**src/rtl/core/altet_pkg.sv**
```systemverilog
`timescale 1ns / 1ps

package altet_pkg;

  // fixed field widths of the item ports
  localparam int REQ_W    = 3;
  localparam int VALUE_W  = 32;
  localparam int POS_W    = 7;
  localparam int STATUS_W = 3;
  localparam int INDEX_W  = 6;
  localparam int COUNT_W  = 7;

  // defaults for the top level parameters
  localparam int CAPACITY_DEF   = 64;
  localparam int DATA_WIDTH_DEF = 32;

  // request codes
  localparam logic [REQ_W-1:0] REQ_SEARCH  = 3'd0;
  localparam logic [REQ_W-1:0] REQ_INSERT  = 3'd1;
  localparam logic [REQ_W-1:0] REQ_DELETE  = 3'd2;
  localparam logic [REQ_W-1:0] REQ_REVERSE = 3'd3;
  localparam logic [REQ_W-1:0] REQ_UPDATE  = 3'd4;
  localparam logic [REQ_W-1:0] REQ_DUMP    = 3'd5;

  // result status codes
  localparam logic [STATUS_W-1:0] STAT_DONE      = 3'd0;
  localparam logic [STATUS_W-1:0] STAT_FOUND     = 3'd1;
  localparam logic [STATUS_W-1:0] STAT_NOT_FOUND = 3'd2;
  localparam logic [STATUS_W-1:0] STAT_BAD_POS   = 3'd3;
  localparam logic [STATUS_W-1:0] STAT_FULL      = 3'd4;
  localparam logic [STATUS_W-1:0] STAT_EMPTY     = 3'd5;

endpackage

```
**src/rtl/core/altet_ram.sv**
```systemverilog
`timescale 1ns / 1ps

module altet_ram #(
  parameter int WIDTH = 32,
  parameter int DEPTH = 64
) (
  input  logic                     clk,
  input  logic                     we,
  input  logic [$clog2(DEPTH)-1:0] waddr,
  input  logic [WIDTH-1:0]         wdata,
  input  logic [$clog2(DEPTH)-1:0] raddr,
  output logic [WIDTH-1:0]         rdata
);

  logic [WIDTH-1:0] mem [DEPTH];

  // one write port, one registered read port
  always_ff @(posedge clk) begin
    if (we) begin
      mem[waddr] <= wdata;
    end
    rdata <= mem[raddr];
  end

endmodule

```
**src/rtl/core/altet_seq.sv**
```systemverilog
`timescale 1ns / 1ps

module altet_seq import altet_pkg::*; #(
  parameter int CAPACITY   = CAPACITY_DEF,
  parameter int DATA_WIDTH = DATA_WIDTH_DEF
) (
  input  logic                        clk,
  input  logic                        rst,
  input  logic                        start,
  input  logic [REQ_W-1:0]            req_type,
  input  logic signed [VALUE_W-1:0]   value,
  input  logic [POS_W-1:0]            position,
  output logic                        busy,
  output logic                        strobe,
  output logic [STATUS_W-1:0]         status,
  output logic [INDEX_W-1:0]          index,
  output logic signed [VALUE_W-1:0]   data,
  output logic                        last,
  output logic [COUNT_W-1:0]          count,
  output logic                        ram_we,
  output logic [$clog2(CAPACITY)-1:0] ram_waddr,
  output logic [DATA_WIDTH-1:0]       ram_wdata,
  output logic [$clog2(CAPACITY)-1:0] ram_raddr,
  input  logic [DATA_WIDTH-1:0]       ram_rdata
);

  localparam int AW = $clog2(CAPACITY);
  localparam logic [COUNT_W-1:0] CAP = COUNT_W'(CAPACITY);
  localparam logic [COUNT_W-1:0] ONE = COUNT_W'(1);

  typedef enum logic [5:0] {
    ST_IDLE  = 6'b000001,
    ST_WALK  = 6'b000010,
    ST_TAIL  = 6'b000100,
    ST_REV_A = 6'b001000,
    ST_REV_B = 6'b010000,
    ST_REV_C = 6'b100000
  } state_t;

  state_t state, state_next;

  logic [REQ_W-1:0]      op, op_next;
  logic [DATA_WIDTH-1:0] key;
  logic [COUNT_W-1:0]    pos;
  logic [COUNT_W-1:0]    cnt, cnt_next;
  logic [COUNT_W-1:0]    fin, fin_next;
  logic [COUNT_W-1:0]    ridx, ridx_next;
  logic                  dir_up, dir_up_next;
  logic                  iss_done, iss_done_next;
  logic                  rvalid, rvalid_next;
  logic [COUNT_W-1:0]    rtag, rtag_next;
  logic [COUNT_W-1:0]    lo, lo_next;
  logic [COUNT_W-1:0]    hi, hi_next;
  logic [DATA_WIDTH-1:0] tmp, tmp_next;

  logic                      strobe_next;
  logic [STATUS_W-1:0]       status_next;
  logic [INDEX_W-1:0]        index_next;
  logic signed [VALUE_W-1:0] data_next;
  logic                      last_next;

  logic                      rd_issue;
  logic                      accept;
  logic signed [63:0]        val_ext;
  logic signed [63:0]        rd_ext;
  logic [DATA_WIDTH-1:0]     key_in;
  logic [DATA_WIDTH-1:0]     upd_word;
  logic [COUNT_W-1:0]        tag_up;
  logic [COUNT_W-1:0]        tag_dn;
  logic [COUNT_W-1:0]        cnt_m1;

  assign busy    = (state != ST_IDLE);
  assign accept  = start && !busy;

  // key is sign extended, then cut to the stored word width
  assign val_ext = 64'(value);
  assign key_in  = val_ext[DATA_WIDTH-1:0];
  assign rd_ext  = 64'(signed'(ram_rdata));

  // even entries gain five, odd entries double
  assign upd_word = rtag[0] ? (ram_rdata << 1) : (ram_rdata + DATA_WIDTH'(5));
  assign tag_up   = rtag + ONE;
  assign tag_dn   = rtag - ONE;
  assign cnt_m1   = cnt - ONE;

  // request sequencer
  always_comb begin
    state_next    = state;
    op_next       = op;
    cnt_next      = cnt;
    fin_next      = fin;
    ridx_next     = ridx;
    dir_up_next   = dir_up;
    iss_done_next = iss_done;
    rvalid_next   = 1'b0;
    rtag_next     = rtag;
    lo_next       = lo;
    hi_next       = hi;
    tmp_next      = tmp;
    strobe_next   = 1'b0;
    status_next   = STAT_DONE;
    index_next    = '0;
    data_next     = '0;
    last_next     = 1'b1;
    rd_issue      = 1'b0;
    ram_we        = 1'b0;
    ram_waddr     = '0;
    ram_wdata     = ram_rdata;
    ram_raddr     = ridx[AW-1:0];

    unique case (state)
      ST_IDLE: begin
        if (accept) begin
          op_next = req_type;
          unique case (req_type)
            REQ_SEARCH: begin
              if (cnt == '0) begin
                strobe_next = 1'b1;
                status_next = STAT_NOT_FOUND;
              end else begin
                rd_issue      = 1'b1;
                ram_raddr     = '0;
                rvalid_next   = 1'b1;
                rtag_next     = '0;
                ridx_next     = ONE;
                dir_up_next   = 1'b1;
                fin_next      = cnt_m1;
                iss_done_next = (cnt_m1 == '0);
                state_next    = ST_WALK;
              end
            end
            REQ_INSERT: begin
              if (position > cnt) begin
                strobe_next = 1'b1;
                status_next = STAT_BAD_POS;
              end else if (cnt >= CAP) begin
                strobe_next = 1'b1;
                status_next = STAT_FULL;
              end else if (position == cnt) begin
                // append: no tail to move
                ram_we      = 1'b1;
                ram_waddr   = position[AW-1:0];
                ram_wdata   = key_in;
                cnt_next    = cnt + ONE;
                strobe_next = 1'b1;
              end else begin
                // move the tail up, highest entry first
                rd_issue      = 1'b1;
                ram_raddr     = cnt_m1[AW-1:0];
                rvalid_next   = 1'b1;
                rtag_next     = cnt_m1;
                ridx_next     = cnt_m1 - ONE;
                dir_up_next   = 1'b0;
                fin_next      = position;
                iss_done_next = (cnt_m1 == position);
                state_next    = ST_WALK;
              end
            end
            REQ_DELETE: begin
              if (position >= cnt) begin
                strobe_next = 1'b1;
                status_next = STAT_BAD_POS;
              end else if (position == cnt_m1) begin
                cnt_next    = cnt_m1;
                strobe_next = 1'b1;
              end else begin
                // move the tail down, lowest entry first
                rd_issue      = 1'b1;
                ram_raddr     = AW'(position + ONE);
                rvalid_next   = 1'b1;
                rtag_next     = position + ONE;
                ridx_next     = position + COUNT_W'(2);
                dir_up_next   = 1'b1;
                fin_next      = cnt_m1;
                iss_done_next = ((position + ONE) == cnt_m1);
                state_next    = ST_WALK;
              end
            end
            REQ_REVERSE: begin
              if (cnt <= ONE) begin
                strobe_next = 1'b1;
              end else begin
                rd_issue   = 1'b1;
                ram_raddr  = '0;
                lo_next    = '0;
                hi_next    = cnt_m1;
                state_next = ST_REV_A;
              end
            end
            REQ_UPDATE, REQ_DUMP: begin
              if (cnt == '0) begin
                strobe_next = 1'b1;
                status_next = (req_type == REQ_DUMP) ? STAT_EMPTY : STAT_DONE;
              end else begin
                rd_issue      = 1'b1;
                ram_raddr     = '0;
                rvalid_next   = 1'b1;
                rtag_next     = '0;
                ridx_next     = ONE;
                dir_up_next   = 1'b1;
                fin_next      = cnt_m1;
                iss_done_next = (cnt_m1 == '0);
                state_next    = ST_WALK;
              end
            end
            default: begin
              strobe_next = 1'b1;
            end
          endcase
        end
      end

      ST_WALK: begin
        // keep one read a cycle going until the final index is issued
        if (!iss_done) begin
          rd_issue      = 1'b1;
          ram_raddr     = ridx[AW-1:0];
          rvalid_next   = 1'b1;
          rtag_next     = ridx;
          ridx_next     = dir_up ? (ridx + ONE) : (ridx - ONE);
          iss_done_next = (ridx == fin);
        end
        // handle the word that comes back from the read issued the cycle before
        if (rvalid) begin
          unique case (op)
            REQ_SEARCH: begin
              if (ram_rdata == key) begin
                strobe_next = 1'b1;
                status_next = STAT_FOUND;
                index_next  = rtag[INDEX_W-1:0];
                state_next  = ST_IDLE;
              end else if (rtag == fin) begin
                strobe_next = 1'b1;
                status_next = STAT_NOT_FOUND;
                state_next  = ST_IDLE;
              end
            end
            REQ_INSERT: begin
              ram_we    = 1'b1;
              ram_waddr = tag_up[AW-1:0];
              if (rtag == fin) begin
                state_next = ST_TAIL;
              end
            end
            REQ_DELETE: begin
              ram_we    = 1'b1;
              ram_waddr = tag_dn[AW-1:0];
              if (rtag == fin) begin
                cnt_next    = cnt_m1;
                strobe_next = 1'b1;
                state_next  = ST_IDLE;
              end
            end
            REQ_UPDATE: begin
              ram_we    = 1'b1;
              ram_waddr = rtag[AW-1:0];
              ram_wdata = upd_word;
              if (rtag == fin) begin
                strobe_next = 1'b1;
                state_next  = ST_IDLE;
              end
            end
            default: begin
              // dump: one result per live entry
              strobe_next = 1'b1;
              index_next  = rtag[INDEX_W-1:0];
              data_next   = rd_ext[VALUE_W-1:0];
              last_next   = (rtag == fin);
              if (rtag == fin) begin
                state_next = ST_IDLE;
              end
            end
          endcase
        end
      end

      ST_TAIL: begin
        // new value into the freed slot
        ram_we      = 1'b1;
        ram_waddr   = pos[AW-1:0];
        ram_wdata   = key;
        cnt_next    = cnt + ONE;
        strobe_next = 1'b1;
        state_next  = ST_IDLE;
      end

      ST_REV_A: begin
        // low word arrives, fetch the high one
        tmp_next   = ram_rdata;
        rd_issue   = 1'b1;
        ram_raddr  = hi[AW-1:0];
        state_next = ST_REV_B;
      end

      ST_REV_B: begin
        ram_we     = 1'b1;
        ram_waddr  = lo[AW-1:0];
        state_next = ST_REV_C;
      end

      ST_REV_C: begin
        ram_we    = 1'b1;
        ram_waddr = hi[AW-1:0];
        ram_wdata = tmp;
        lo_next   = lo + ONE;
        hi_next   = hi - ONE;
        if ((lo + ONE) < (hi - ONE)) begin
          rd_issue   = 1'b1;
          ram_raddr  = AW'(lo + ONE);
          state_next = ST_REV_A;
        end else begin
          strobe_next = 1'b1;
          state_next  = ST_IDLE;
        end
      end

      default: begin
        state_next = ST_IDLE;
      end
    endcase
  end

  // control registers
  always_ff @(posedge clk) begin
    if (rst) begin
      state    <= ST_IDLE;
      cnt      <= '0;
      strobe   <= 1'b0;
      rvalid   <= 1'b0;
      iss_done <= 1'b1;
    end else begin
      state    <= state_next;
      cnt      <= cnt_next;
      strobe   <= strobe_next;
      rvalid   <= rvalid_next;
      iss_done <= iss_done_next;
    end
  end

  // request and result payload
  always_ff @(posedge clk) begin
    if (accept) begin
      key <= key_in;
      pos <= position;
    end
    op     <= op_next;
    fin    <= fin_next;
    ridx   <= ridx_next;
    dir_up <= dir_up_next;
    rtag   <= rtag_next;
    lo     <= lo_next;
    hi     <= hi_next;
    tmp    <= tmp_next;
    status <= status_next;
    index  <= index_next;
    data   <= data_next;
    last   <= last_next;
    count  <= cnt_next;
  end

  // the final result of a request leaves the block idle
  a_last_idle: assert property (@(posedge clk) disable iff (rst)
    strobe && last |-> !busy)
    else $error("final result while still busy");

  // a dump result that is not final keeps the walk going
  a_mid_busy: assert property (@(posedge clk) disable iff (rst)
    strobe && !last |-> busy)
    else $error("partial result while idle");

  // list never grows past its capacity
  a_cap: assert property (@(posedge clk) disable iff (rst)
    cnt <= CAP)
    else $error("live count above capacity");

  // no read ever hits the entry written in the same cycle
  a_no_rw_clash: assert property (@(posedge clk) disable iff (rst)
    !(ram_we && rd_issue && (ram_waddr == ram_raddr)))
    else $error("read and write of one entry in one cycle");

  // a hit always names a live entry
  a_found_live: assert property (@(posedge clk) disable iff (rst)
    strobe && (status == STAT_FOUND) |-> (COUNT_W'(index) < count))
    else $error("found index outside the live part");

endmodule

```
**src/rtl/core/array_list_table_engine_unit.sv**
```systemverilog
`timescale 1ns / 1ps

// channel   direction  ports                                  handshake
// request   in         req_type, value, position              start && !busy
// result    out        status, index, data, last, count       strobe, one cycle
//
// one request at a time; the single read port of the entry memory sets the pace
// search, update and dump read the entries from the lowest up; insert and delete move the tail
// dump gives one result a cycle; reverse swaps the entries pairwise from both ends
// refusals, appends, tail deletes and empty tables answer in the cycle after start
// rst is synchronous and empties the list; memory contents are not cleared
// results cannot be stalled; the next start is taken while the last result shows

module array_list_table_engine_unit import altet_pkg::*; #(
  parameter int CAPACITY   = CAPACITY_DEF,
  parameter int DATA_WIDTH = DATA_WIDTH_DEF
) (
  input  logic                      clk,
  input  logic                      rst,
  input  logic                      start,
  output logic                      busy,
  input  logic [REQ_W-1:0]          req_type,
  input  logic signed [VALUE_W-1:0] value,
  input  logic [POS_W-1:0]          position,
  output logic                      strobe,
  output logic [STATUS_W-1:0]       status,
  output logic [INDEX_W-1:0]        index,
  output logic signed [VALUE_W-1:0] data,
  output logic                      last,
  output logic [COUNT_W-1:0]        count
);

  localparam int AW = $clog2(CAPACITY);

  logic                  ram_we;
  logic [AW-1:0]         ram_waddr;
  logic [DATA_WIDTH-1:0] ram_wdata;
  logic [AW-1:0]         ram_raddr;
  logic [DATA_WIDTH-1:0] ram_rdata;

  // request sequencer
  altet_seq #(
    .CAPACITY   (CAPACITY),
    .DATA_WIDTH (DATA_WIDTH)
  ) u_seq (
    .clk       (clk),
    .rst       (rst),
    .start     (start),
    .req_type  (req_type),
    .value     (value),
    .position  (position),
    .busy      (busy),
    .strobe    (strobe),
    .status    (status),
    .index     (index),
    .data      (data),
    .last      (last),
    .count     (count),
    .ram_we    (ram_we),
    .ram_waddr (ram_waddr),
    .ram_wdata (ram_wdata),
    .ram_raddr (ram_raddr),
    .ram_rdata (ram_rdata)
  );

  // entry memory
  altet_ram #(
    .WIDTH (DATA_WIDTH),
    .DEPTH (CAPACITY)
  ) u_ram (
    .clk   (clk),
    .we    (ram_we),
    .waddr (ram_waddr),
    .wdata (ram_wdata),
    .raddr (ram_raddr),
    .rdata (ram_rdata)
  );

endmodule

```
**config.mk**
```make
export PLATFORM = sky130hd
export DESIGN_NAME = array_list_table_engine_unit
export DESIGN_NICKNAME = d
export VERILOG_FILES = /design/src/rtl/core/altet_pkg.sv /design/src/rtl/core/altet_ram.sv /design/src/rtl/core/altet_seq.sv /design/src/rtl/core/array_list_table_engine_unit.sv
export SDC_FILE = /design/constraint.sdc
export NUM_CORES = 2
export LEC_CHECK = 0
export ABC_AREA = 1
export BUFFER_PORTS_ARGS = -buffer_cell sky130_fd_sc_hd__buf_2
export CAP_MARGIN = 25
export CORE_MARGIN = 4
export CORE_UTILIZATION = 50
export DETAILED_ROUTE_END_ITERATION = 7
export GPL_ROUTABILITY_DRIVEN = 0
export PLACE_DENSITY = 0.66
export SYNTH_ARGS = -nofsm -noshare
export SYNTH_HDL_FRONTEND = slang
export SYNTH_SLANG_ARGS = --single-unit
```
**constraint.sdc**
```tcl
create_clock -name clk -period 8.74 [get_ports clk]
set_input_delay 2.185 -clock clk [delete_from_list [all_inputs] [get_ports clk]]
set_output_delay 2.185 -clock clk [all_outputs]
set_load 0.05 [all_outputs]
```
# Yosys cells after proc, flatten, opt, wreduce, memory -nomap -nowiden
# Memory sizes are Yosys's and may differ from the RTL's. A register that Yosys moved wholly into a read port is not among the register bits.
# Index checks and enable logic that the tools add are counted.
totals:
  regBits: 174
  latch_bits: 0
  mem_bits_rw: 2048
  mem_bits_ro: 0
  input_bits: 45
  output_inout_bits: 51
  elab_cells: 262
  mem_count: 1
classes:
  addsub: 12
  n_mul: 0
  n_div: 0
  magnitude_cmp: 5
  n_eq_ne: 43
  shift: 0
  n_mux: 157
  n_bitwise: 2
  n_reduce_logical: 22
memory_table:
  columns: ["name", "words", "word_bits", "read_ports", "rd_ports_with_merged_regs", "write_ports", "line", "rtl"]
  rows:
  - ["u_ram.mem", 64, 32, 1, 1, 1, "altet_ram.sv:15", "logic [WIDTH-1:0] mem [DEPTH];"]
op_table:
  columns: ["op", "n"]
  rows:
  - ["$mux W7", 38]
  - ["$mux W32", 8]
  - ["$mux W6", 28]
  - ["$pmux W32 S4", 1]
  - ["$pmux W7 S3", 4]
  - ["$pmux W7 S2", 5]
  - ["$pmux W6 S5", 2]
  - ["$pmux W6 S4", 2]
  - ["$eq A7 B7 Y1", 6]
  - ["$mux W1", 42]
  - ["$pmux W6 S3", 2]
  - ["$add A32 B3 Y32 const B", 1]
  - ["$eq A32 B32 Y1", 1]
  - ["$add A7 B1 Y7 const B", 4]
  - ["$sub A7 B1 Y7 const B", 4]
  - ["$mux W3", 8]
  - ["$pmux W6 S2", 2]
  - ["$ne A3 B3 Y1 const B", 7]
  - ["$ne A2 B2 Y1 const B", 9]
  - ["$reduce_and A9 Y1", 2]
  - ["$pmux W1 S3", 5]
  - ["$logic_not A7 Y1", 2]
  - ["$pmux W3 S4", 1]
  - ["$reduce_and A11 Y1", 1]
  - ["39 further kinds", 56]

# Longest topological paths before layout
depth:
  word_depth: 9
  mapped_depth: 27
  ltp_nobuf: 25

# Cells and area by module
# Synthesis repeated with hierarchy kept, for this count alone.
hier_totals:
  hier_cells: 8361
  area_unflattened_um2: 94555.7
by_module_without_submodules:
  columns: ["mod", "n_inst", "cells_each", "area_each_um2", "seq_area_each_um2"]
  rows:
  - ["altet_ram", 1, 6785, 82785.6, 62139.6]
  - ["altet_seq", 1, 1576, 11770.0, 4574.4]

# Least setup slack after synthesis
# OpenSTA, ideal clock, no wires.
synth_timing:
  path_kind: "input port to flip-flop"
  from: "input position[0]"
  to: "memory u_ram.mem[0][10], data pin"
  setup_time_ps: 702
  arrival_ps: 6081
  t_required_ps: 8038
  setup_slack_ps: 1958
  cell_stages: 15
  path_buffers: 0
  path_cell_list: "inv_1 > ha_1 > inv_1 > nor2_1 > nand2_1 > nor2_1 > inv_1 > nor2_1 > inv_1 > nor2_1 > nor2_1 > nor2_1 > inv_1 > a21oi_1 > o21ai_0"
synth_between:
  elab_chain_len: 7
  elab_cells_between_ends: 8
  cone_classes: "order compare (1); eq/ne (1); mux (6)"
synth_rtl:
  columns: ["element", "line", "rtl"]
  rows:
  - ["start, declared", "array_list_table_engine_unit.sv:24", "input logic [POS_W-1:0] position,"]
  - ["parallel branches: the longest is 3 deep, another holds $gt A7 B7 Y1", null, null]
  - ["$mux W32 (*)", "altet_seq.sv:133", "if (position > cnt) begin"]
  - ["$mux W32 (*)", "altet_seq.sv:115", "unique case (req_type)"]
  - ["$mux W32 (*)", "altet_seq.sv:113", "if (accept) begin"]
  - ["$pmux W32 S4 (*)", "altet_seq.sv:111", "unique case (state)"]
  - ["via ram_wdata[10]", "array_list_table_engine_unit.sv:37", "logic [DATA_WIDTH-1:0] ram_wdata;"]
  - ["end, declared", "altet_ram.sv:15", null]
# Mark *: on every way through the listed nets, which the timed path passes.

# Worst setup path after layout
layout_timing:
  from: "input position[0]"
  to: "register u_ram.rdata[5], read port of u_ram.mem"
layout_between:
  elab_chain_len: 7
  elab_cells_between_ends: 13
  cone_classes: "add/sub (1); order compare (2); eq/ne (2); mux (8)"
layout_rtl:
  columns: ["element", "line", "rtl"]
  rows:
  - ["parallel branches: the longest is 4 deep, another holds $add A7 B1 Y7", null, null]
  - ["$pmux W6 S4 (*)", "altet_seq.sv:115", null]
  - ["$mux W6 (*)", "altet_seq.sv:113", null]
  - ["$pmux W6 S3 (*)", "altet_seq.sv:111", null]
  - ["end, declared", "altet_ram.sv:12", "output logic [WIDTH-1:0] rdata"]
# Every way passes the cells marked *.
# A chain may end at the register's enable or synchronous reset.

==> flow_summary.yaml <==
outcome:
  outcome: "complete, no violations"
cells_and_area:
  fin_nets: 9481
  design_area_um2: 112000
  fillerInstances: 16653
  drive_gt1_share_pct: 8.19
  areaGrowthSynthToFinish_pct: 10.9
critical_path:
  crit_required_ns: 9.44
  start_kind: "primary input"
  end_kind: "flop"
  arrival_ns: 7.11
  crit_type: "primary input to flop"
  cp_max_fo: 76
sta:
  finalSetupViolations: 0
  tns_ns: 0
  skew_ns: 0.0383
  rsz0062_at_grt: "no"
  hold_viol: 0
  fmax_ghz: 0.156
  finalWorstSetupSlack_ns: 2.33
  finalCritPeriodShare_pct: 73.3
  slew_violations: 0
  worstMarginPinSlew_ns: 1.23
  max-slew-margin-rel_pct: 18.0
  post-route-min-period_ns: 6.41
route:
  vias_per_cell: 5.84
  wl_per_cell_um: 24.1
  drc: 0
  num_vias: 71613
  routed_wl_um: 295000
  drt_iter0_markers: 9703
  drt_first_pass_iters: 6
  postRouteAntennaNets: 0
clock_network:
  cts_resized: 0
  cts_setup_buffers: 0
  path_clk_slew_ns: 0.06
  cts-root-buf: "clkbuf_16"
  cts_buffers: 226
  insertion_delay_ns: 0.89
  cts-hold-fix-buffers: 0
  htree_levels: 4
  cts_buffer_depth: 3
  cts_tree: "built"
  cts_num_sinks: 2254
synthesis:
  syn_nets: 9518
  ys_warn_count: 0
  synth-main-ff-cell: "edfxtp_1"
  avgSynthCellArea_um2: 10.7
  ys_types: 56
  synth_edf_count: 2157
  synth-seq-cells: 2254
  yosys.area.top_type: "edfxtp_1"
  ys_seq_area_share_pct: 65.8
  synth_top_area_share_pct: 63.9
  netlist_instances: 9437
  synthArstFlopShare_pct: 0
  synth_area_leaders: "edfxtp_1, nand3_1, nand2_1"
  synth_area_um2: 101000
floorplanning:
  num_io_pins: 96
  die_w_um: 458
  rows: 165
  die-area_um2: 210000
  core-area_um2: 202000
  die_y_um: 458
  start_util_pct: 50.2
placement:
  port_buffers: 95
  dp_hpwl_um: 165000
  place_ws_ns: 1.60
  dpl_cell_area_um2: 105000
global_route:
  grt_pass1_vias: 67062
  grt_overflow: 0
  grt_pass1_wl_um: 435000
  grt_max_degree: 209
  use_met3_pct: 4.91
  grt_antenna_before_repair: 12
  gr-usage-met2_pct: 43.0
  use_met1_pct: 38.0
  grt_busiest_layer: "met2"
  grt_usage_pct: 27.5
run:
  cap_violations: 0
worst_hold_path:
  hold_path_class: "flop to flop"
## Yosys cell counts, drive strengths merged, types with 3 or more instances
cell type	instances
a2111oi	9
a211oi	6
a21oi	93
a221oi	17
a22oi	14
a31oi	7
buf	461
clkbuf	117
clkinv	4
dfxtp	97
edfxtp	2157
ha	34
inv	1152
nand2	2059
nand3	1859
nand3b	674
nand4	33
nor2	227
nor3	29
nor4	15
o2111ai	12
o211ai	60
o21ai	168
o22ai	16
o311ai	3
o31ai	3
or2	39
xnor2	14
xor2	39
## logic make-up (layout without fill, tap and decap cells)
kind of cell,Yosys count,count (layout),synth area share (%)
xor+xnor,53,53,0.458
buf+inv,1734,1883,7.27
compound gates,421,421,2.57
fa+ha+maj,36,36,0.459
flops,2254,2254,65.8
simple gates,4939,4939,23.4
other cells,0,1,0
## metal layers
metal | routed length, µm | vias to the layer above | part of all wire [%]
met5 | 48 | - | 0.016
met3 | 30400 | 601 | 10
met4 | 13300 | 2 | 4.5
li1 | - | 32343 | -
met2 | 136000 | 3981 | 46
met1 | 116000 | 34686 | 39
## cell type report
| cell class | instances | area, µm² | area share, % |
|---|---|---|---|
| Multi-Input combinational cell | 5449 | 28100 | 25.0 |
| Clock inverter | 117 | 1230 | 1.09 |
| Timing Repair Buffer | 313 | 2600 | 2.31 |
| Clock buffer | 297 | 6030 | 5.36 |
| Tap cell | 2672 | 3340 | 2.97 |
| Inverter | 1156 | 4360 | 3.88 |
| Sequential cell | 2254 | 66700 | 59.3 |
| Antenna cell | 1 | 2.50 | 0.00223 |
## flip-flops by register name, indices dropped and copies added, names as in the netlist, 3 cells and up
register      count
u_ram.mem      2048
u_ram.rdata      32
u_seq.data       32
u_seq.key        32
u_seq.tmp        32
u_seq.cnt         7
u_seq.count       7
u_seq.fin         7
u_seq.hi          7
u_seq.lo          7
u_seq.ridx        7
u_seq.rtag        7
u_seq.index       6
u_seq.pos         6
u_seq.state       6
u_seq.op          3
u_seq.status      3
## worst max-delay path, stage by stage
cell	delay, ns
buf_2	0.17
inv_1	0.18
ha_1	0.35
a21oi_1	0.13
o21ai_0	0.13
nor2_1	0.14
nand3_1	0.09
nor2_2	0.19
nand3_2	0.16
nand3_2	0.10
nand2_2	0.09
nand2_2	0.13
nand2_8	0.38
nand2_8	0.55
buf_4	0.61
nand2_1	0.12
nand3_1	0.11
nand3_1	0.08
nand3_1	0.22
nand3_1	0.26
nand3_1	0.39
nand2_1	0.20
## metrics by stage
| stage | cells | utilization [%] | hold WS, ns |
|---|---|---|---|
| 2_1_floorplan | 9437 | - | 0.406 |
| 3_3_place_gp | 11839 | 52.0 | 0.484 |
| 3_5_place_dp | 11840 | 52.0 | 0.510 |
| 4_1_cts | 12254 | 55.6 | 0.523 |
| 5_1_grt | 12258 | 55.7 | 0.537 |
| 6_report | 12259 | 55.7 | 0.524 |
## placed cells by master, fill, tap and decap left out, drive strengths merged, types with 15 or more instances in the layout
master	netlist	layout
buf	461	312
xor2	39	39
a21oi	93	93
nor2	227	227
nand4	33	33
nand2	2059	2059
nand3	1859	1859
nor3	29	29
or2	39	39
o211ai	60	60
dfxtp	97	97
o22ai	16	16
nand3b	674	674
clkbuf	117	298
ha	34	34
nor4	15	15
inv	1152	1161
clkinv	4	88
bufinv	0	19
o21ai	168	168
a221oi	17	17
edfxtp	2157	2157
## worst paths after layout
path / to / start / slack, ns / depth (start not counted)
worst max register to register: u_ram.rdata[5] / u_seq.cnt[0] / 2.68 / 21
worst min register to register: u_seq.iss_done / u_seq.iss_done / 0.52 / 2
worst max-delay path: u_ram.rdata[5] / position[0] / 2.33 / 22
worst min-delay path: u_seq.iss_done / u_seq.iss_done / 0.52 / 2
Power is left out: the tool's default activity adds up to more than one toggle a clock period on the data nets, which glitch-free logic cannot reach.
